--- src/rtl/core/text_console_character_engine_defines.svh ---
// ----------------------------------------------------------------------------
// text console character engine assertion macros
// concurrent assertion shorthands clocked by clk, disabled while rst_n is low
// ----------------------------------------------------------------------------
`ifndef TEXT_CONSOLE_CHARACTER_ENGINE_DEFINES_SVH
`define TEXT_CONSOLE_CHARACTER_ENGINE_DEFINES_SVH

`ifndef NO_ASSERTIONS
// condition must never hold
`define TCE_ASSERT_NEVER(label, cond) \
  label: assert property (@(posedge clk) disable iff (!rst_n) !(cond)) \
    else $error("assertion failed");
// antecedent implies consequent in the same cycle
`define TCE_ASSERT_IMPLIES(label, ante, cons) \
  label: assert property (@(posedge clk) disable iff (!rst_n) (ante) |-> (cons)) \
    else $error("assertion failed");
// antecedent implies consequent in the next cycle
`define TCE_ASSERT_NEXT(label, ante, cons) \
  label: assert property (@(posedge clk) disable iff (!rst_n) (ante) |=> (cons)) \
    else $error("assertion failed");
`else
`define TCE_ASSERT_NEVER(label, cond)
`define TCE_ASSERT_IMPLIES(label, ante, cons)
`define TCE_ASSERT_NEXT(label, ante, cons)
`endif

`endif

--- src/rtl/core/tce_pkg.sv ---
// ----------------------------------------------------------------------------
// tce_pkg
// shared constants, types and helpers of the text console character engine
// ----------------------------------------------------------------------------
package tce_pkg;

  // screen geometry
  localparam int COLUMNS   = 80;
  localparam int ROWS      = 25;
  localparam int TAB_WIDTH = 4;
  localparam int CELLS     = COLUMNS * ROWS;

  localparam int COL_W  = 7;
  localparam int ROW_W  = 5;
  localparam int ADDR_W = $clog2(CELLS);
  localparam int CNT_W  = $clog2(CELLS + 1);
  localparam int CELL_W = 16;
  localparam int LIN_W  = 11;

  // control characters
  localparam logic [7:0] CH_BS    = 8'h08;
  localparam logic [7:0] CH_TAB   = 8'h09;
  localparam logic [7:0] CH_LF    = 8'h0A;
  localparam logic [7:0] CH_CR    = 8'h0D;
  localparam logic [7:0] CH_SPACE = 8'h20;
  localparam logic [7:0] CH_NUL   = 8'h00;

  // cell value after reset
  localparam logic [CELL_W-1:0] INIT_CELL = 16'h0700;

  // configuration register indexes
  localparam logic [1:0] REG_TEXT_COLOR    = 2'd0;
  localparam logic [1:0] REG_BACK_COLOR    = 2'd1;
  localparam logic [1:0] REG_SCROLL_ENABLE = 2'd2;
  localparam logic [1:0] REG_CURSOR_ENABLE = 2'd3;

  typedef enum logic [2:0] {
    OP_PUT    = 3'd0,
    OP_SETPOS = 3'd1,
    OP_PUTAT  = 3'd2,
    OP_READ   = 3'd3,
    OP_CLEAR  = 3'd4
  } op_t;

  typedef enum logic [2:0] {
    ST_INIT,
    ST_IDLE,
    ST_READ,
    ST_SCROLL,
    ST_CLEAR
  } state_t;

  // classified command held in the queue
  typedef struct packed {
    op_t              op;
    logic [7:0]       ch;
    logic [COL_W-1:0] col;
    logic [ROW_W-1:0] row;
    logic [3:0]       bg;
    logic [3:0]       fg;
  } cmd_t;

  typedef struct packed {
    logic [3:0] text_color;
    logic [3:0] back_color;
    logic       scroll_enable;
    logic       cursor_enable;
  } cfg_t;

  typedef struct packed {
    logic [CELL_W-1:0] cell_data;
    logic [COL_W-1:0]  cursor_col;
    logic [ROW_W-1:0]  cursor_row;
    logic [LIN_W-1:0]  cursor_linear;
    logic              cursor_shown;
  } res_t;

  function automatic logic [CELL_W-1:0] make_cell(input logic [3:0] bg,
                                                  input logic [3:0] fg,
                                                  input logic [7:0] c);
    make_cell = {bg, fg, c};
  endfunction

  function automatic logic [ADDR_W-1:0] cell_addr(input logic [COL_W-1:0] col,
                                                  input logic [ROW_W-1:0] row);
    cell_addr = ADDR_W'(int'(col) + int'(row) * COLUMNS);
  endfunction

  function automatic res_t make_res(input logic [CELL_W-1:0] data,
                                    input logic [COL_W-1:0]  col,
                                    input logic [ROW_W-1:0]  row,
                                    input logic              cen);
    res_t r;
    r.cell_data     = data;
    r.cursor_col    = col;
    r.cursor_row    = row;
    r.cursor_linear = LIN_W'(int'(col) + int'(row) * COLUMNS);
    r.cursor_shown  = cen && (int'(row) < ROWS);
    make_res = r;
  endfunction

endpackage

--- src/rtl/core/tce_queue.sv ---
// ----------------------------------------------------------------------------
// tce_queue
// two-entry command queue between front and back
// ----------------------------------------------------------------------------
module tce_queue import tce_pkg::*; (
  input  logic clk,
  input  logic rst_n,
  input  logic push,
  input  cmd_t push_data,
  input  logic pop,
  output logic full,
  output logic not_empty,
  output cmd_t head
);

  cmd_t       slot_r [2];
  logic       wp_r, wp_nxt;
  logic       rp_r, rp_nxt;
  logic [1:0] cnt_r, cnt_nxt;

  // pointer and count update
  always_comb begin
    wp_nxt  = push ? !wp_r : wp_r;
    rp_nxt  = pop ? !rp_r : rp_r;
    cnt_nxt = cnt_r + 2'(push) - 2'(pop);
  end

  always_ff @(posedge clk) begin
    if (!rst_n) begin
      wp_r  <= 1'b0;
      rp_r  <= 1'b0;
      cnt_r <= '0;
    end else begin
      wp_r  <= wp_nxt;
      rp_r  <= rp_nxt;
      cnt_r <= cnt_nxt;
    end
  end

  // entry storage
  always_ff @(posedge clk) begin
    if (push) begin
      slot_r[wp_r] <= push_data;
    end
  end

  assign full      = cnt_r == 2'd2;
  assign not_empty = cnt_r != 2'd0;
  assign head      = slot_r[rp_r];

endmodule

--- config.mk ---
export PLATFORM = sky130hd
export DESIGN_NAME = tce_queue
export DESIGN_NICKNAME = d
export VERILOG_FILES = /design/src/rtl/core/text_console_character_engine_defines.svh /design/src/rtl/core/tce_pkg.sv /design/src/rtl/core/tce_queue.sv
export SDC_FILE = /design/constraint.sdc
export NUM_CORES = 1
export LEC_CHECK = 0
export BUFFER_PORTS_ARGS = -buffer_cell sky130_fd_sc_hd__buf_4
export CAP_MARGIN = 15
export CELL_PAD_IN_SITES_DETAIL_PLACEMENT = 2
export CELL_PAD_IN_SITES_GLOBAL_PLACEMENT = 2
export CORE_AREA = 2 2 85 87
export CTS_CLUSTER_SIZE = 20
export DETAILED_ROUTE_END_ITERATION = 10
export DIE_AREA = 0 0 87 89
export PLACE_DENSITY_LB_ADDON = 0.1
export SETUP_SLACK_MARGIN = 0.02
export SLEW_MARGIN = 20
export SYNTH_ARGS = -nofsm -noshare
export SYNTH_HDL_FRONTEND = slang
export SYNTH_SLANG_ARGS = --single-unit
--- constraint.sdc ---
create_clock -name clk -period 3.3 [get_ports clk]
set_clock_uncertainty 0.2 [all_clocks]
set_input_delay 0.33 -clock clk [delete_from_list [all_inputs] [get_ports clk]]
set_output_delay 0.33 -clock clk [all_outputs]
set_load 0.01 [all_outputs]
# Yosys cells after proc, flatten, opt, wreduce, memory -nomap -nowiden
# Memories as Yosys holds them, arrays and structs flattened. A register that Yosys moved wholly into a read port is not among the register bits.
# Cells that the tools add are included.
[op_classes]
div = 0
n_addsub = 2
n_reduce_logical = 3
n_lt_le_gt_ge = 0
shift = 0
n_mux = 4
bitwise = 0
n_eq_ne = 1
mul = 0
[op_table]
columns = ["cell", "count"]
rows = [
  ["$mux W1", 4],
  ["$add A2 B1 Y2", 1],
  ["$eq A2 B2 Y1 const B", 1],
  ["$logic_not A1 Y1", 2],
  ["$reduce_bool A2 Y1", 1],
  ["$sub A2 B1 Y2", 1],
]
[word_totals]
input_bits = 35
output_inout_bits = 33
n_memories = 1
latch_bits = 0
ff_bits = 4
mem_bits_rw = 62
rom_bits = 0
[memory_table]
columns = ["memory", "depth", "word_bits", "read_ports", "rd_ports_with_merged_regs", "write_ports", "line_no", "source"]
rows = [
  ["slot_r", 2, 31, 1, 1, 1, "tce_queue.sv:16", "cmd_t slot_r [2];"],
]

# Longest topological paths before layout
[depth]
depth_word = 3
ltp_mapped = 6
depth_no_buf = 6

# Worst setup path after synthesis
# OpenSTA, ideal clock, no wires.
[synth_path]
path_type = "input to register"
start = "in push"
end = "mem slot_r[0][0] (netlist name), enable pin"
setup_time_ns = 0.424
t_arrival_ns = 1.766
cell_stages = 1
slack_ns = 0.910
n_path_buf = 0
cell_sequence = "nor2b_1"
[synth_via]
elab_chain_cells = 2
[synth_rtl]
columns = ["item", "line_no", "source"]
rows = [
  ["start, declared", "tce_queue.sv:8", "input logic push,"],
  ["$mux W1", "tce_queue.sv:42", "if (push) begin"],
  ["$mux W1 (implied by the code)", "tce_queue.sv:43", "slot_r[wp_r] <= push_data;"],
  ["end, declared", "tce_queue.sv:16", ""],
]
# No other way between the ends.

==> flow_metrics.py <==
metrics = {
    "run_status": {
        "status": "finished clean",
    },
    "route": {
        "route.vias.total": 1395,
        "first_pass_iters": 4,
        "wire_per_inst_um": 17.9,
        "drc": 0,
        "drt-initial-drc-count": 61,
        "viasPerCell": 4.50,
        "wirelength_um": 5560,
        "antenna_left": 0,
    },
    "die": {
        "die-area_um2": 7740,
        "die_w_um": 87,
        "initial_utilization_pct": 36.8,
        "fp.dieH_um": 89,
        "core_um2": 6720,
        "rows": 30,
        "io_pins": 68,
    },
    "finish": {
        "fillers": 608,
        "syn_to_final_growth_pct": 43.8,
        "final_cells": 310,
        "layout-drive-gt1-share_pct": 49.6,
        "diodes": 0,
        "finalInstanceArea_um2": 3560,
        "final_nets": 263,
    },
    "clock_network": {
        "cts_sinks": 67,
        "clk_pin_slew_ns": 0.07,
        "cts_buffer_depth": 2,
        "cts_tree": "yes",
        "numCtsBuffers": 9,
        "h-tree-depth": 3,
        "cts-resized-gates": 0,
        "clk_latency_ns": 0.33,
        "cts_root_buffer": "clkbuf_8",
    },
    "place": {
        "post-place-ws_ns": 1.28,
        "place_area_um2": 3070,
        "dp_hpwl_um": 3450,
        "io_buffers": 67,
        "gp_congestion": 0.667,
        "dp.cells": 264,
    },
    "logic_synthesis": {
        "ys_ff_latch": 67,
        "synth_cell_type_count": 12,
        "avgSynthCellArea_um2": 21.1,
        "synthTopCellsByCount": "edfxtp_1, mux2_2, dfxtp_1, and2_1, nor2b_1",
        "synth_top_area_share_pct": 75.3,
        "syn-num-nets": 154,
        "yosysWarnings": 0,
        "synth.largest_area_cell": "edfxtp_1",
        "syn_inst": 117,
        "yosys_most_used_dff": "edfxtp_1",
        "synth_most_common_cell": "edfxtp_1",
        "syn_area_um2": 2470,
        "synth_edf_count": 62,
        "synth.area.top_cells": "edfxtp_1, mux2_2, dfxtp_1",
        "yosysSeqAreaShare_pct": 79.4,
        "synthArstFlopShare_pct": 0,
    },
    "pwr": {
        "internal-power_mw": 1.49,
        "ir_drop_uv": 260,
        "pwr-share-clk_pct": 32.6,
        "p_sw_share_pct": 21.9,
        "total_leakage_power_nw": 1.37,
        "sequentialPowerShare_pct": 52.4,
        "switchingPower_mw": 0.418,
        "power.density_nw_per_um2": 536,
        "power_frac_comb_pct": 15.0,
    },
    "global_routing": {
        "grt_pass1_wl_um": 8270,
        "overflow": 0,
        "grtUsageTotal_pct": 15.4,
        "antenna_found_initial": 0,
        "grt_max_degree": 33,
        "first_global_vias": 1556,
    },
    "setup_path": {
        "rrSetupSlack_ns": 1.34,
        "r2r_cells": 2,
        "worstSetupEndpoint": "head[9]",
        "arrival_ns": 1.64,
        "r2r-end": "slot_r[1][22]$_DFFE_PP_",
        "crit_required_ns": 2.77,
        "r2r_start": "wp_r$_SDFFE_PN0P_",
        "path_class": "reg -> out",
        "cp-end-kind": "output port",
        "critical_path_peak_fanout": 17,
        "start_kind": "flop",
    },
    "sta": {
        "rsz0062_at_grt": "false",
        "tns_ns": 0,
        "fin_crit_sh_pct": 65.6,
        "slew_violations": 0,
        "fmax_ghz": 0.462,
        "relSlewSlack_pct": 35.4,
        "hold_ws_ns": 0.0422,
        "hold_violations": 0,
        "tightest_slew_ns": 0.968,
        "worst_slack_ns": 1.13,
        "setup-violations-final": 0,
        "period_needed_ns": 2.17,
    },
    "hold_path": {
        "hold_class": "in -> reg",
    },
    "flow_run": {
        "drv_cap": 0,
    },
}
## metrics by stage
step           power [mW]  utilization [%]
6_report             1.91             52.9
3_5_place_dp         1.28             45.7
5_1_grt              1.99             52.9
2_1_floorplan        1.14                -
4_1_cts              1.93             52.9
3_3_place_gp         1.26             45.7
## cell usage in the layout, fill, tap and decap left out
master          n
and2_1          4
buf_4          70
bufinv_16       1
clkbuf_1        2
clkbuf_8        9
clkinv_1        2
clkinv_2        1
dfxtp_1         5
dlygate4sd3_1  31
edfxtp_1       62
ha_1            2
inv_1           2
mux2_2         31
nor2b_1         3
nor2b_4         1
o21a_1          1
or2_2           1
xnor3_1         1
xor2_1          1
## state kept, by name, indices dropped and copies added, names as in the netlist, named ones only
| register | count |
|---|---|
| slot_r | 62 |
| cnt_r | 2 |
| rp_r | 1 |
| wp_r | 1 |
## power groups by stage
stage,logic [mW],clock network (mW),registers [mW]
floorplan,0.132,0,1.01
global placement,0.250,0,1.01
detailed placement,0.259,0,1.02
CTS,0.291,0.642,1.00
global route,0.308,0.676,1.00
finish,0.285,0.622,1.00
## repair_timing
action / in CTS / in global routing
setup buffers: 0 / 0
hold buffers: 31 / 0
endpoints found under the hold margin: 62 / 0
## metal layers
layer / track usage [%] / up-vias / part of all wire (%)
met1: 16.7 / 677 / 40
met5: 0 / - / 0
met4: 9.38 / 0 / 2.1
met3: 3.88 / 9 / 4.3
li1: - / 665 / -
met2: 27.1 / 44 / 53
## worst min-delay path by stage
stage            startpoint                     end  slack, ns  depth (start not counted)
2_1_floorplan  push_data[0]  slot_r[0][0]$_DFFE_PP_       0.23                          0
3_3_place_gp   push_data[8]  slot_r[0][8]$_DFFE_PP_       0.32                          1
3_5_place_dp   push_data[2]  slot_r[0][2]$_DFFE_PP_       0.32                          1
4_1_cts               rst_n       wp_r$_SDFFE_PN0P_       0.04                          2
5_1_grt               rst_n       wp_r$_SDFFE_PN0P_       0.04                          2
6_report              rst_n       wp_r$_SDFFE_PN0P_       0.04                          2
## area by class of cell
cell class | count | area (µm²) | area share [%]
inverter | 2 | 7.51 | 0.211
clock buffer | 11 | 131 | 3.69
sequential | 67 | 1960 | 55.2
clock inverter | 4 | 42.5 | 1.20
tap | 80 | 100 | 2.81
timing repair buffer | 101 | 836 | 23.5
multi-input combinational | 45 | 477 | 13.4
## critical path: stages (launching register included)
cell and delay (ns):
dfxtp_1 0.45, buf_4 0.31, mux2_2 0.39, buf_4 0.15
## cells by family after synthesis
logic type | count (synthesis) | share of synthesized area, %
DFF | 67 | 79.4
muxes | 31 | 14.1
and+or+nand+nor | 9 | 2.28
buffers and inverters | 5 | 1.67
xor gates and xnor gates | 2 | 1.27
adders and majority gates | 2 | 1.01
AOI/OAI and AO/OA | 1 | 0.304
No activity file was read; power rests on OpenSTA's default activity.
