**config.mk**
```make
export PLATFORM = sky130hd
export DESIGN_NAME = tce_front_flat
export DESIGN_NICKNAME = d
export VERILOG_FILES = /design/src/rtl/core/text_console_character_engine_defines.svh /design/src/rtl/core/tce_pkg.sv /design/src/rtl/core/tce_if.sv /design/src/rtl/core/tce_front.sv /design/src/flat_wrapper.sv
export SDC_FILE = /design/constraint.sdc
export NUM_CORES = 1
export LEC_CHECK = 0
export ABC_AREA = 1
export BUFFER_PORTS_ARGS = -buffer_cell sky130_fd_sc_hd__buf_2
export CAP_MARGIN = 20
export CORE_UTILIZATION = 25
export DETAILED_ROUTE_END_ITERATION = 8
export GPL_TIMING_DRIVEN = 0
export PLACE_DENSITY = 0.94
export SYNTH_ARGS = -nofsm -noshare
export SYNTH_HDL_FRONTEND = slang
export SYNTH_SLANG_ARGS = --single-unit
```
**constraint.sdc**
```tcl
create_clock -name vclk -period 1.15
set_input_delay 0.0575 -clock vclk [all_inputs]
set_output_delay 0.0575 -clock vclk [all_outputs]
set_load 0.005 [all_outputs]
```
**src/rtl/core/text_console_character_engine_defines.svh**
```systemverilog
// ----------------------------------------------------------------------------
// text console character engine assertion macros
// concurrent assertion shorthands clocked by clk, disabled while rst_n is low
// ----------------------------------------------------------------------------
`ifndef TEXT_CONSOLE_CHARACTER_ENGINE_DEFINES_SVH
`define TEXT_CONSOLE_CHARACTER_ENGINE_DEFINES_SVH

`ifndef NO_ASSERTIONS
// condition must never hold
`define TCE_ASSERT_NEVER(label, cond) \
  label: assert property (@(posedge clk) disable iff (!rst_n) !(cond)) \
    else $error("assertion failed");
// antecedent implies consequent in the same cycle
`define TCE_ASSERT_IMPLIES(label, ante, cons) \
  label: assert property (@(posedge clk) disable iff (!rst_n) (ante) |-> (cons)) \
    else $error("assertion failed");
// antecedent implies consequent in the next cycle
`define TCE_ASSERT_NEXT(label, ante, cons) \
  label: assert property (@(posedge clk) disable iff (!rst_n) (ante) |=> (cons)) \
    else $error("assertion failed");
`else
`define TCE_ASSERT_NEVER(label, cond)
`define TCE_ASSERT_IMPLIES(label, ante, cons)
`define TCE_ASSERT_NEXT(label, ante, cons)
`endif

`endif

```
**src/rtl/core/tce_pkg.sv**
```systemverilog
// ----------------------------------------------------------------------------
// tce_pkg
// shared constants, types and helpers of the text console character engine
// ----------------------------------------------------------------------------
package tce_pkg;

  // screen geometry
  localparam int COLUMNS   = 80;
  localparam int ROWS      = 25;
  localparam int TAB_WIDTH = 4;
  localparam int CELLS     = COLUMNS * ROWS;

  localparam int COL_W  = 7;
  localparam int ROW_W  = 5;
  localparam int ADDR_W = $clog2(CELLS);
  localparam int CNT_W  = $clog2(CELLS + 1);
  localparam int CELL_W = 16;
  localparam int LIN_W  = 11;

  // control characters
  localparam logic [7:0] CH_BS    = 8'h08;
  localparam logic [7:0] CH_TAB   = 8'h09;
  localparam logic [7:0] CH_LF    = 8'h0A;
  localparam logic [7:0] CH_CR    = 8'h0D;
  localparam logic [7:0] CH_SPACE = 8'h20;
  localparam logic [7:0] CH_NUL   = 8'h00;

  // cell value after reset
  localparam logic [CELL_W-1:0] INIT_CELL = 16'h0700;

  // configuration register indexes
  localparam logic [1:0] REG_TEXT_COLOR    = 2'd0;
  localparam logic [1:0] REG_BACK_COLOR    = 2'd1;
  localparam logic [1:0] REG_SCROLL_ENABLE = 2'd2;
  localparam logic [1:0] REG_CURSOR_ENABLE = 2'd3;

  typedef enum logic [2:0] {
    OP_PUT    = 3'd0,
    OP_SETPOS = 3'd1,
    OP_PUTAT  = 3'd2,
    OP_READ   = 3'd3,
    OP_CLEAR  = 3'd4
  } op_t;

  typedef enum logic [2:0] {
    ST_INIT,
    ST_IDLE,
    ST_READ,
    ST_SCROLL,
    ST_CLEAR
  } state_t;

  // classified command held in the queue
  typedef struct packed {
    op_t              op;
    logic [7:0]       ch;
    logic [COL_W-1:0] col;
    logic [ROW_W-1:0] row;
    logic [3:0]       bg;
    logic [3:0]       fg;
  } cmd_t;

  typedef struct packed {
    logic [3:0] text_color;
    logic [3:0] back_color;
    logic       scroll_enable;
    logic       cursor_enable;
  } cfg_t;

  typedef struct packed {
    logic [CELL_W-1:0] cell_data;
    logic [COL_W-1:0]  cursor_col;
    logic [ROW_W-1:0]  cursor_row;
    logic [LIN_W-1:0]  cursor_linear;
    logic              cursor_shown;
  } res_t;

  function automatic logic [CELL_W-1:0] make_cell(input logic [3:0] bg,
                                                  input logic [3:0] fg,
                                                  input logic [7:0] c);
    make_cell = {bg, fg, c};
  endfunction

  function automatic logic [ADDR_W-1:0] cell_addr(input logic [COL_W-1:0] col,
                                                  input logic [ROW_W-1:0] row);
    cell_addr = ADDR_W'(int'(col) + int'(row) * COLUMNS);
  endfunction

  function automatic res_t make_res(input logic [CELL_W-1:0] data,
                                    input logic [COL_W-1:0]  col,
                                    input logic [ROW_W-1:0]  row,
                                    input logic              cen);
    res_t r;
    r.cell_data     = data;
    r.cursor_col    = col;
    r.cursor_row    = row;
    r.cursor_linear = LIN_W'(int'(col) + int'(row) * COLUMNS);
    r.cursor_shown  = cen && (int'(row) < ROWS);
    make_res = r;
  endfunction

endpackage

```
**src/rtl/core/tce_if.sv**
```systemverilog
// ----------------------------------------------------------------------------
// tce channel interfaces
// valid/ready channels for commands, results and register writes
// ----------------------------------------------------------------------------
interface tce_in_if;
  logic       valid;
  logic       ready;
  logic [2:0] op;
  logic [7:0] ch;
  logic [7:0] col_in;
  logic [7:0] row_in;
  logic [2:0] at_back_color;
  logic [3:0] at_text_color;

  modport source (output valid, op, ch, col_in, row_in, at_back_color,
                  at_text_color, input ready);
  modport sink   (input valid, op, ch, col_in, row_in, at_back_color,
                  at_text_color, output ready);
endinterface


```
**src/rtl/core/tce_front.sv**
```systemverilog
// ----------------------------------------------------------------------------
// tce_front
// accepts command transactions, clamps coordinates and builds queue entries
// ----------------------------------------------------------------------------
module tce_front import tce_pkg::*; (
  tce_in_if.sink     in_ch,
  input  logic       q_full,
  input  logic       init_busy,
  input  cfg_t       cfg,
  output logic       push,
  output cmd_t       cmd
);

  logic        [COL_W-1:0] col_c;
  logic        [ROW_W-1:0] row_c;

  // clamp signed column to the screen
  always_comb begin
    if (in_ch.col_in[7]) begin
      col_c = '0;
    end else if (int'(in_ch.col_in[6:0]) >= COLUMNS) begin
      col_c = COL_W'(COLUMNS - 1);
    end else begin
      col_c = COL_W'(in_ch.col_in[6:0]);
    end
  end

  // clamp signed row to the screen
  always_comb begin
    if (in_ch.row_in[7]) begin
      row_c = '0;
    end else if (int'(in_ch.row_in[6:0]) >= ROWS) begin
      row_c = ROW_W'(ROWS - 1);
    end else begin
      row_c = ROW_W'(in_ch.row_in[6:0]);
    end
  end

  // colors: put char at uses its own, everything else the registers
  always_comb begin
    cmd.op  = op_t'(in_ch.op);
    cmd.ch  = in_ch.ch;
    cmd.col = col_c;
    cmd.row = row_c;
    if (op_t'(in_ch.op) == OP_PUTAT) begin
      cmd.bg = {1'b0, in_ch.at_back_color};
      cmd.fg = in_ch.at_text_color;
    end else begin
      cmd.bg = cfg.back_color;
      cmd.fg = cfg.text_color;
    end
  end

  assign in_ch.ready = !q_full && !init_busy;
  assign push        = in_ch.valid && in_ch.ready;

endmodule

```
**src/flat_wrapper.sv**
```systemverilog
// flat-port wrapper written by rule: the top's interface ports become plain ports
module tce_front_flat import tce_pkg::*;
  (q_full, init_busy, cfg, push, cmd, in_ch_valid, in_ch_op, in_ch_ch, in_ch_col_in, in_ch_row_in, in_ch_at_back_color, in_ch_at_text_color, in_ch_ready);
  tce_in_if in_ch_i ();
  input  logic q_full;
  input  logic init_busy;
  input  cfg_t cfg;
  output logic push;
  output cmd_t cmd;
  input wire logic [$bits(in_ch_i.valid)-1:0] in_ch_valid;
  input wire logic [$bits(in_ch_i.op)-1:0] in_ch_op;
  input wire logic [$bits(in_ch_i.ch)-1:0] in_ch_ch;
  input wire logic [$bits(in_ch_i.col_in)-1:0] in_ch_col_in;
  input wire logic [$bits(in_ch_i.row_in)-1:0] in_ch_row_in;
  input wire logic [$bits(in_ch_i.at_back_color)-1:0] in_ch_at_back_color;
  input wire logic [$bits(in_ch_i.at_text_color)-1:0] in_ch_at_text_color;
  output wire logic [$bits(in_ch_i.ready)-1:0] in_ch_ready;
  assign in_ch_i.valid = in_ch_valid;
  assign in_ch_i.op = in_ch_op;
  assign in_ch_i.ch = in_ch_ch;
  assign in_ch_i.col_in = in_ch_col_in;
  assign in_ch_i.row_in = in_ch_row_in;
  assign in_ch_i.at_back_color = in_ch_at_back_color;
  assign in_ch_i.at_text_color = in_ch_at_text_color;
  assign in_ch_ready = in_ch_i.ready;
  tce_front u_core (.in_ch(in_ch_i), .q_full(q_full), .init_busy(init_busy), .cfg(cfg), .push(push), .cmd(cmd));
endmodule
```
-- Yosys cells after proc, flatten, opt, wreduce, memory -nomap -nowiden
Index checks and enable logic that the tools add are counted.
- reduce and logical (&&, ||, !) cells: 4
- equality and inequality tests: 1
- $lt $le $gt $ge: 2
- muxes and demuxes: 5
- operator list (cell ; number):
    2-to-1 mux 7 bit ; 2
    2-to-1 mux 5 bit ; 2
    2-to-1 mux 8 bit ; 1
    greater-or-equal comparator 7 x 5 -> 1 bit, second input constant ; 1
    greater-or-equal comparator 7 bit, second input constant ; 1
    equality test 3 x 2 -> 1 bit, second input constant ; 1
    logical AND 1 bit ; 2
    zero test 1 bit ; 2
- register bits after elaboration: 0
- output and inout port bits: 33

-- Longest topological paths before layout
Gate-level depths: netlist of the first run.
- word-level depth: 3
- mapped depth: 5
- depth with buffers taken out: 5

-- Least setup slack after synthesis of the first run
Ideal clock, no wire load.
- path type: input to output
- from: input port in_ch_op[2]
- to: output port cmd[5] (netlist bit)
- cell stages on the path: 4
- arrival: 488 ps
- required time: 1092 ps
- setup slack: 605 ps
- path through: nand3b_4 > buf_6 > nand2_1 > o21ai_2
- RTL lines (what ; line ; RTL):
    start, declared ; flat_wrapper.sv:11 ; input wire logic [$bits(in_ch_i.op)-1:0] in_ch_op;
    end, declared ; flat_wrapper.sv:9 ; output cmd_t cmd;

==> impl_metrics.env, run 1 <==
export IMPL_viasPerCell=4.18
export IMPL_crit_fanout=10
export IMPL_hold_path_class="in -> out"
export IMPL_setup_tns_final_ns=0
export IMPL_clockPowerShare_pct=0
export IMPL_drive_gt1_share_pct=63.6
export IMPL_synthCells=73
export IMPL_cts_repair_resized=0
export IMPL_p_int_w=0.000143
export IMPL_synth_top_area_cell="buf_4"
export IMPL_gr_total_overflow=0
export IMPL_dr_first_iter_drc_count=4
export IMPL_leakage_nw=0.558
export IMPL_multiInputGateArea_sq_um=221
export IMPL_nClkBuffers=0
export IMPL_rsz0062_at_grt="no"
export IMPL_p_switching_w=0.000105
export IMPL_maxSlewViolCount=0
export IMPL_yosys_warnings=0
export IMPL_hold_buffers=0
export IMPL_fin_crit_sh_pct=69.2
export IMPL_required_ns=1.09
export IMPL_fill_cells=142
export IMPL_core_area_sq_mm=0.00137
export IMPL_grt_max_degree=11
export IMPL_port_buffers=70
export IMPL_drc_errors=0
export IMPL_crit_type="in -> out"
export IMPL_fin_crit_ns=0.796
export IMPL_cap_violations=0
export IMPL_num_nets_final=192
export IMPL_end_kind="primary output"
export IMPL_fmax_mhz=1260
export IMPL_final_util_pct=55.3
export IMPL_tightest_slew_ns=0.284
export IMPL_chipHeight_um=41.3
export IMPL_p_seq_share_pct=0
export IMPL_gp_congestion=0.674
export IMPL_slew_headroom_pct=80.9
export IMPL_synthTopCellsByArea="buf_4 (21%), inv_1 (17%), nand2_1 (17%)"
export IMPL_p_comb_share_pct=100.0
export IMPL_post_place_cells=158
export IMPL_instances_no_fill=158
export IMPL_preCtsSetupSlack_ns=0.352
export IMPL_wl_per_cell_um=7.79
export IMPL_status="finished clean"
export IMPL_seq_cells=0
export IMPL_synth_most_common_cell="inv_1"
export IMPL_final_hold_violation_count=0
export IMPL_syn2layout_area_growth_pct=95.5
export IMPL_drt_total_wl_um=1230
export IMPL_initial_core_util_pct=28.3
export IMPL_seqCellArea_sq_um=0
export IMPL_dieArea_sq_mm=0.00171
export IMPL_start_kind="input port"
export IMPL_swShare_pct=42.5
export IMPL_synth_net_count=120
export IMPL_synth_top_cell_area_share_pct=21.4
export IMPL_post_dp_hpwl_um=1150
export IMPL_drtPass1Iterations=4
export IMPL_vias=661
export IMPL_finalPower_w=0.000248
export IMPL_fp_row_count=13
export IMPL_ys_seq_area_share_pct=0
export IMPL_die_w_um=41.3
export IMPL_postLayoutSetupSlackWorst_ns=0.354
export IMPL_postCtsSetupBuffers=0
export IMPL_p_per_area_mw_per_mm2=328
export IMPL_diodes=0
export IMPL_critical_path_arrival_ns=0.74
export IMPL_syn_area_per_cell_sq_um=5.30
export IMPL_postRouteAntennaNets=0
export IMPL_ys_top_cells_by_count="inv_1 (18), nand2_1 (17), buf_4 (11)"
export IMPL_max_vdd_ir_drop_mv=0.194
export IMPL_netlist_area_sq_um=387
export IMPL_ios=80
export IMPL_post_synth_num_cell_types=11
export IMPL_antenna_found_initial=0
export IMPL_setup_violations=0
export IMPL_grt_pass1_vias=425
export IMPL_grt_pass1_wl_um=1410
export IMPL_grtUsageTotal_pct=11.7
## path summary, 6_finish.rpt
check                  startpoint       to  slack [ns]  cells past startpoint
worst max-delay path  in_ch_op[2]   cmd[6]        0.35                      6
worst min-delay path  in_ch_ch[7]  cmd[27]        0.28                      2
## final cells by class
| type | count | area share [%] |
|---|---|---|
| buffer | 12 | 12.4 |
| multi-input combinational | 42 | 29.3 |
| inverter | 19 | 9.44 |
| tap | 15 | 2.48 |
| timing repair buffer | 70 | 46.4 |
## metrics by stage
step	cell area, sq um	hold WS [ns]
after floorplan	387	0.142
after global placement	756	0.281
after detailed placement	756	0.282
after CTS	756	0.282
after global routing	756	0.283
final	756	0.280
## power by group through the flow
stage	clock (W)	combinational (W)	sequential, W
after global routing	0	0.000283	0
final	0	0.000248	0
after CTS	0	0.000251	0
after global placement	0	0.000241	0
after floorplan	0	0.000115	0
after detailed placement	0	0.000250	0
## cell families after synthesis
group,share of synthesized area [%]
buf+inv,42.7
simple gates,32.4
compound gates,24.9
## critical path: stages
cell      delay, ns
buf_2          0.10
nand3b_4       0.18
buf_6          0.16
nand2_1        0.07
o21ai_2        0.05
buf_2          0.12
## cell usage in the layout, fill, tap and decap left out
cell type | Yosys | routed
nand2_1 | 17 | 17
buf_4 | 11 | 11
o21ai_2 | 7 | 7
nor2_1 | 9 | 9
a21oi_1 | 6 | 6
nor3b_1 | 1 | 1
inv_2 | 1 | 1
buf_2 | 0 | 70
inv_1 | 18 | 18
nand3b_4 | 1 | 1
buf_6 | 1 | 1
o21ai_1 | 1 | 1
## metal layers
layer | vias up | wire length (um) | track usage (%)
met5 | - | 0 | 0
met4 | 0 | 0 | 0
met3 | 0 | 238 | 1.60
met2 | 56 | 592 | 30.9
met1 | 261 | 400 | 7.59
li1 | 344 | - | -
Note: power is estimated with default switching activity, not from simulation.
==> run 2, diff against run 1 <==
Settings changed: ABC_AREA 1 to 0, CORE_UTILIZATION 25 to 22.
Clock period 1.15 ns to 0.8 ns, I/O delays scaled along.
==> run 2 against run 1 <==
Net effect:
- first-iteration DRC count grew 25%
- largest cell class unchanged
- clock-buffer cell count stayed put
- final cell count shrank 19%
- worst setup slack worse by 0.55 ns
- the flow now finishes with violations (negative setup slack)
==> impl_metrics.env, run 2 <==
export IMPL_final_hold_violation_count=0
export IMPL_dr_first_iter_drc_count=5
export IMPL_gr_total_overflow=0
export IMPL_crit_fanout=8
export IMPL_dieArea_sq_mm=0.00157
export IMPL_postLayoutSetupSlackWorst_ns=-0.192
export IMPL_cpPeakStageDelay_ns=0.30
export IMPL_status="finished with violations"
export IMPL_core_area_sq_mm=0.00130
export IMPL_ys_seq_area_share_pct=0
export IMPL_diodes=0
export IMPL_final_cell_mix="buf_2 (57), buf_6 (12), buf_4 (11)"
export IMPL_fin_crit_sh_pct=124
export IMPL_grt_pass1_vias=431
export IMPL_cap_violations=0
export IMPL_post_synth_num_cell_types=13
export IMPL_netlist_area_sq_um=312
export IMPL_grt_pass1_wl_um=1570
export IMPL_rsz0062_at_grt="yes"
export IMPL_hold_path_class="in -> out"
export IMPL_synth_top_cell_area_share_pct=26.5
export IMPL_hp_start="in_ch_ch[7]"
export IMPL_seq_cells=0
export IMPL_syn2layout_area_growth_pct=165
export IMPL_required_ns=0.76
export IMPL_fmax_mhz=1010
export IMPL_tightest_slew_ns=0.286
export IMPL_fill_cells=111
export IMPL_leakage_nw=0.492
export IMPL_die_w_um=39.6
export IMPL_critical_path_arrival_ns=0.95
export IMPL_preCtsSetupSlack_ns=-0.312
export IMPL_num_nets_final=162
export IMPL_syn_area_per_cell_sq_um=7.42
export IMPL_p_per_area_mw_per_mm2=498
export IMPL_ios=80
export IMPL_crit_chain="buf_6 > nor3b_4 > buf_12 > mux2_4 > buf_6"
export IMPL_synthCells=42
export IMPL_synthTopCellsByArea="buf_4 (27%), mux2_2 (25%), and2_1 (8.0%)"
export IMPL_globalRoute_busiestLayer="met2"
export IMPL_slew_headroom_pct=81.0
export IMPL_antenna_found_initial=0
export IMPL_gp_congestion=0.763
export IMPL_nClkBuffers=0
export IMPL_finalPower_w=0.000411
export IMPL_fp_row_count=13
export IMPL_crit_top_cell="buf_6"
export IMPL_violations="negative setup slack"
export IMPL_cp_num_buf_inv=3
export IMPL_grt_max_degree=9
export IMPL_drt_total_wl_um=1360
export IMPL_layout_commonest_cell="buf_2"
export IMPL_seqCellArea_sq_um=0
export IMPL_postRouteAntennaNets=0
export IMPL_wl_per_cell_um=10.6
export IMPL_chipHeight_um=39.6
export IMPL_drive_gt1_share_pct=81.4
export IMPL_drc_errors=0
export IMPL_drtPass1Iterations=4
export IMPL_grtUsageMet1_pct=9.67
export IMPL_synth_most_common_cell="buf_4"
export IMPL_setup_violations=11
export IMPL_grtUsageTotal_pct=14.4
export IMPL_port_buffers=70
export IMPL_worst_path_stages=5
export IMPL_path_delay_family="buffers and inverters"
export IMPL_hold_end="cmd[27]"
export IMPL_hold_depth=2
export IMPL_max_vdd_ir_drop_mv=0.212
export IMPL_start_kind="input port"
export IMPL_synth_top_area_cell="buf_4"
export IMPL_globalRouteMet3Util_pct=2.84
export IMPL_vias=560
export IMPL_initial_core_util_pct=23.9
export IMPL_synth_net_count=89
export IMPL_fin_crit_ns=0.992
export IMPL_ys_top_cells_by_count="buf_4 (11), mux2_2 (7), a21oi_1 (4), and2_1 (4), inv_1 (4)"
export IMPL_maxSlewViolCount=0
export IMPL_post_dp_hpwl_um=1070
export IMPL_yosys_warnings=0
export IMPL_timing_critical_path_slowest_stage_cell="mux2_4"
export IMPL_crit_type="in -> out"
export IMPL_grt_met2_usage_pct=36.5
export IMPL_viasPerCell=4.38
export IMPL_end_kind="primary output"
-- run 2: cell count changes after synthesis, moves of 2 or more --
cell | previous run | this run
nand2_1 | 17 | 0
inv_1 | 18 | 4
mux2_2 | 0 | 7
o21ai_2 | 7 | 0
nor2_1 | 9 | 3
and2_1 | 0 | 4
a21oi_1 | 6 | 4
nor3_1 | 0 | 2
-- run 2: stage by stage --
step / utilization, % / setup TNS, ns / instances / hold slack, ns / cell area (sq um)
after floorplan: - / 0 / 42 / 0.108 / 312
after detailed placement: 52.3 / -2.59 / 127 / 0.246 / 681
after CTS: 61.6 / -1.33 / 128 / 0.246 / 802
after global placement: 52.3 / -2.11 / 127 / 0.246 / 681
after global routing: 63.4 / -1.83 / 128 / 0.253 / 825
final: 63.4 / -1.47 / 128 / 0.245 / 825
-- run 2: cell families (layout without fill, tap and decap cells) --
logic type	count (synthesis)	count (layout)	share of synthesized area [%]
AOI/OAI and AO/OA	6	6	12.8
and+or+nand+nor	14	14	30.5
buffers and inverters	15	86	31.3
muxes	7	7	25.3
-- run 2: layout make-up --
class                      count  area (sq um)  share of cell area [%]
timing repair buffer          71           455                    55.2
multi-input combinational     27           253                    30.7
buffer                        11          82.6                    10.0
tap                           15          18.8                    2.28
inverter                       4          15.0                    1.82
-- run 2: routing by layer --
| metal | part of all wire (%) | vias up |
|---|---|---|
| met4 | 0 | 0 |
| met5 | 0 | - |
| met3 | 17 | 0 |
| met1 | 28 | 234 |
| li1 | - | 273 |
| met2 | 55 | 53 |
-- run 2: worst max path at each step --
stage / startpoint / slack, ns / to
4_1_cts: in_ch_op[0] / -0.18 / cmd[0]
5_1_grt: in_ch_op[2] / -0.22 / cmd[3]
6_report: in_ch_op[2] / -0.19 / cmd[3]
3_5_place_dp: in_ch_op[2] / -0.31 / cmd[0]
3_3_place_gp: in_ch_op[2] / -0.27 / cmd[0]
2_1_floorplan: in_ch_op[2] / 0.02 / cmd[0]
-- run 2: timing repair --
item,CTS,global route
pin swaps,3,5
gates resized for setup,21,6
buffers inserted,1,0
hold buffers,0,0
endpoints found under the setup margin,11,15
-- run 2: power by group --
part / internal [W] / switching (W) / total [W]
registers: 0 / 0 / 0
clock network: 0 / 0 / 0
logic: 0.000274 / 0.000137 / 0.000411
total: 0.000274 / 0.000137 / 0.000411
==> run 3, diff against run 2 <==
Settings changed: CORE_UTILIZATION 22 to 24, PLACE_DENSITY 0.94 to 0.95.
Clock period 0.8 ns to 1.15 ns, I/O delays scaled along.
==> run 3 against run 2 <==
Net effect:
- the run now ends clean
- critical path depth down 1
- total power is 46% lower
- non-clock buffer count decreased by 1
- worst setup slack improved by 0.22 ns
- global-route usage shrank 0.12 points
- hold slack improved by 0.035 ns
- first-iteration DRC count down 20%
- sequential share of layout area did not move
- via count shrank 6.3%
- routed wire length down 15%
- core utilization down 4.6 points
- critical path type unchanged
- largest power group unchanged
==> impl_metrics.env, run 3 (synthesis gave the netlist of run 2 again) <==
export IMPL_status="finished clean"
export IMPL_crit_chain="buf_2 > nor3b_4 > mux2_2 > buf_2"
export IMPL_dr_first_iter_drc_count=4
export IMPL_tightest_slew_ns=0.379
export IMPL_postRouteAntennaNets=0
export IMPL_cp_num_buf_inv=2
export IMPL_core_area_sq_mm=0.00116
export IMPL_leakage_nw=0.430
export IMPL_hold_depth=2
export IMPL_seqCellArea_sq_um=0
export IMPL_hp_start="in_ch_ch[5]"
export IMPL_place_area_sq_um=679
export IMPL_finalPower_w=0.000221
export IMPL_design_area_sq_um=679
export IMPL_dieArea_sq_mm=0.00145
export IMPL_swShare_pct=36.7
export IMPL_required_ns=1.09
export IMPL_maxSlewViolCount=0
export IMPL_setup_violations=0
export IMPL_critical_path_arrival_ns=1.07
export IMPL_setup_tns_final_ns=0
export IMPL_gr_total_overflow=0
export IMPL_ios=80
export IMPL_die_w_um=38.0
export IMPL_end_kind="primary output"
export IMPL_fin_crit_ns=1.13
export IMPL_chipHeight_um=38.0
export IMPL_drive_gt1_share_pct=81.3
export IMPL_path_delay_family="multiplexers"
export IMPL_grt_pass1_vias=395
export IMPL_syn2layout_area_growth_pct=118
export IMPL_drtPass1Iterations=3
export IMPL_grt_pass1_wl_um=1550
export IMPL_drt_total_wl_um=1160
export IMPL_instances_no_fill=126
export IMPL_post_dp_hpwl_um=1100
export IMPL_final_cell_mix="buf_2 (70), buf_4 (11), mux2_2 (7)"
export IMPL_start_kind="input port"
export IMPL_clockPowerShare_pct=0
export IMPL_layout_commonest_cell="buf_2"
export IMPL_nClkBuffers=0
export IMPL_p_seq_share_pct=0
export IMPL_p_per_area_mw_per_mm2=325
export IMPL_grtUsageTotal_pct=14.3
export IMPL_num_nets_final=161
export IMPL_fmax_mhz=887
export IMPL_antenna_found_initial=0
export IMPL_final_util_pct=58.8
export IMPL_initial_core_util_pct=26.9
export IMPL_p_comb_share_pct=100.0
export IMPL_hold_path_class="in -> out"
export IMPL_viasPerCell=4.17
export IMPL_seq_cells=0
export IMPL_rsz0062_at_grt="yes"
export IMPL_crit_top_cell="buf_2"
export IMPL_cpPeakStageDelay_ns=0.39
export IMPL_final_hold_violation_count=0
export IMPL_diodes=0
export IMPL_max_vdd_ir_drop_mv=0.123
export IMPL_cts_repair_resized=0
export IMPL_crit_type="in -> out"
export IMPL_cap_violations=0
export IMPL_drc_errors=0
export IMPL_timing_critical_path_slowest_stage_cell="mux2_2"
export IMPL_p_int_w=0.000140
export IMPL_crit_fanout=8
export IMPL_wl_per_cell_um=9.19
export IMPL_gp_congestion=0.721
export IMPL_port_buffers=70
export IMPL_hold_end="cmd[25]"
export IMPL_grt_max_degree=9
export IMPL_vias=525
export IMPL_p_switching_w=0.0000810
export IMPL_fin_crit_sh_pct=98.0
export IMPL_post_place_cells=126
export IMPL_slew_headroom_pct=74.5
export IMPL_fp_row_count=12
==> run 3: cell types whose count changed in the layout (fill, tap and decap cells not counted), moves of 7 or more <==
cell,before,now
buf_2,57,70
buf_6,12,0
mux2_2,0,7
mux2_4,7,0
==> run 3: layout make-up <==
| type | count | area [sq um] |
|---|---|---|
| multi-input cells | 27 | 214 |
| repair buffers | 70 | 350 |
| well taps | 14 | 17.5 |
| inverters | 4 | 15.0 |
| fillers | 113 | 477 |
| plain buffers | 11 | 82.6 |
==> run 3: layer usage <==
layer / up-vias / wire (um) / global-route usage, %
li1: 272 / - / -
met1: 218 / 395 / 15.6
met2: 35 / 666 / 30.9
met3: 0 / 97 / 0
met4: 0 / 0 / 0
met5: - / 0 / 0
==> run 3: how the worst max path moves through the flow <==
stage / from / to / slack (ns) / depth (start not counted)
5_1_grt: in_ch_op[0] / cmd[0] / -0.03 / 4
4_1_cts: in_ch_op[2] / cmd[5] / 0.007 / 4
3_5_place_dp: in_ch_op[2] / cmd[5] / 0.009 / 4
6_report: in_ch_op[0] / cmd[5] / 0.02 / 4
3_3_place_gp: in_ch_op[2] / cmd[5] / 0.04 / 4
2_1_floorplan: in_ch_op[2] / cmd[0] / 0.33 / 2
==> run 3: power groups by stage <==
stage | combinational (W) | clock, W | sequential, W
after floorplan | 0.0000887 | 0 | 0
after global placement | 0.000216 | 0 | 0
after detailed placement | 0.000222 | 0 | 0
after CTS | 0.000223 | 0 | 0
after global routing | 0.000244 | 0 | 0
final | 0.000221 | 0 | 0
==> run 3: timing repair <==
action / 4_1_cts / 5_1_grt
setup buffers: 0 / 0
endpoints found under the setup margin: 0 / 7
hold buffers: 0 / 0
==> run 3: stage by stage <==
| stage | hold WS (ns) | setup WS (ns) |
|---|---|---|
| after global placement | 0.281 | 0.0352 |
| after floorplan | 0.143 | 0.333 |
| after global routing | 0.283 | -0.0314 |
| final | 0.280 | 0.0230 |
| after detailed placement | 0.281 | 0.00855 |
| after CTS | 0.281 | 0.00687 |
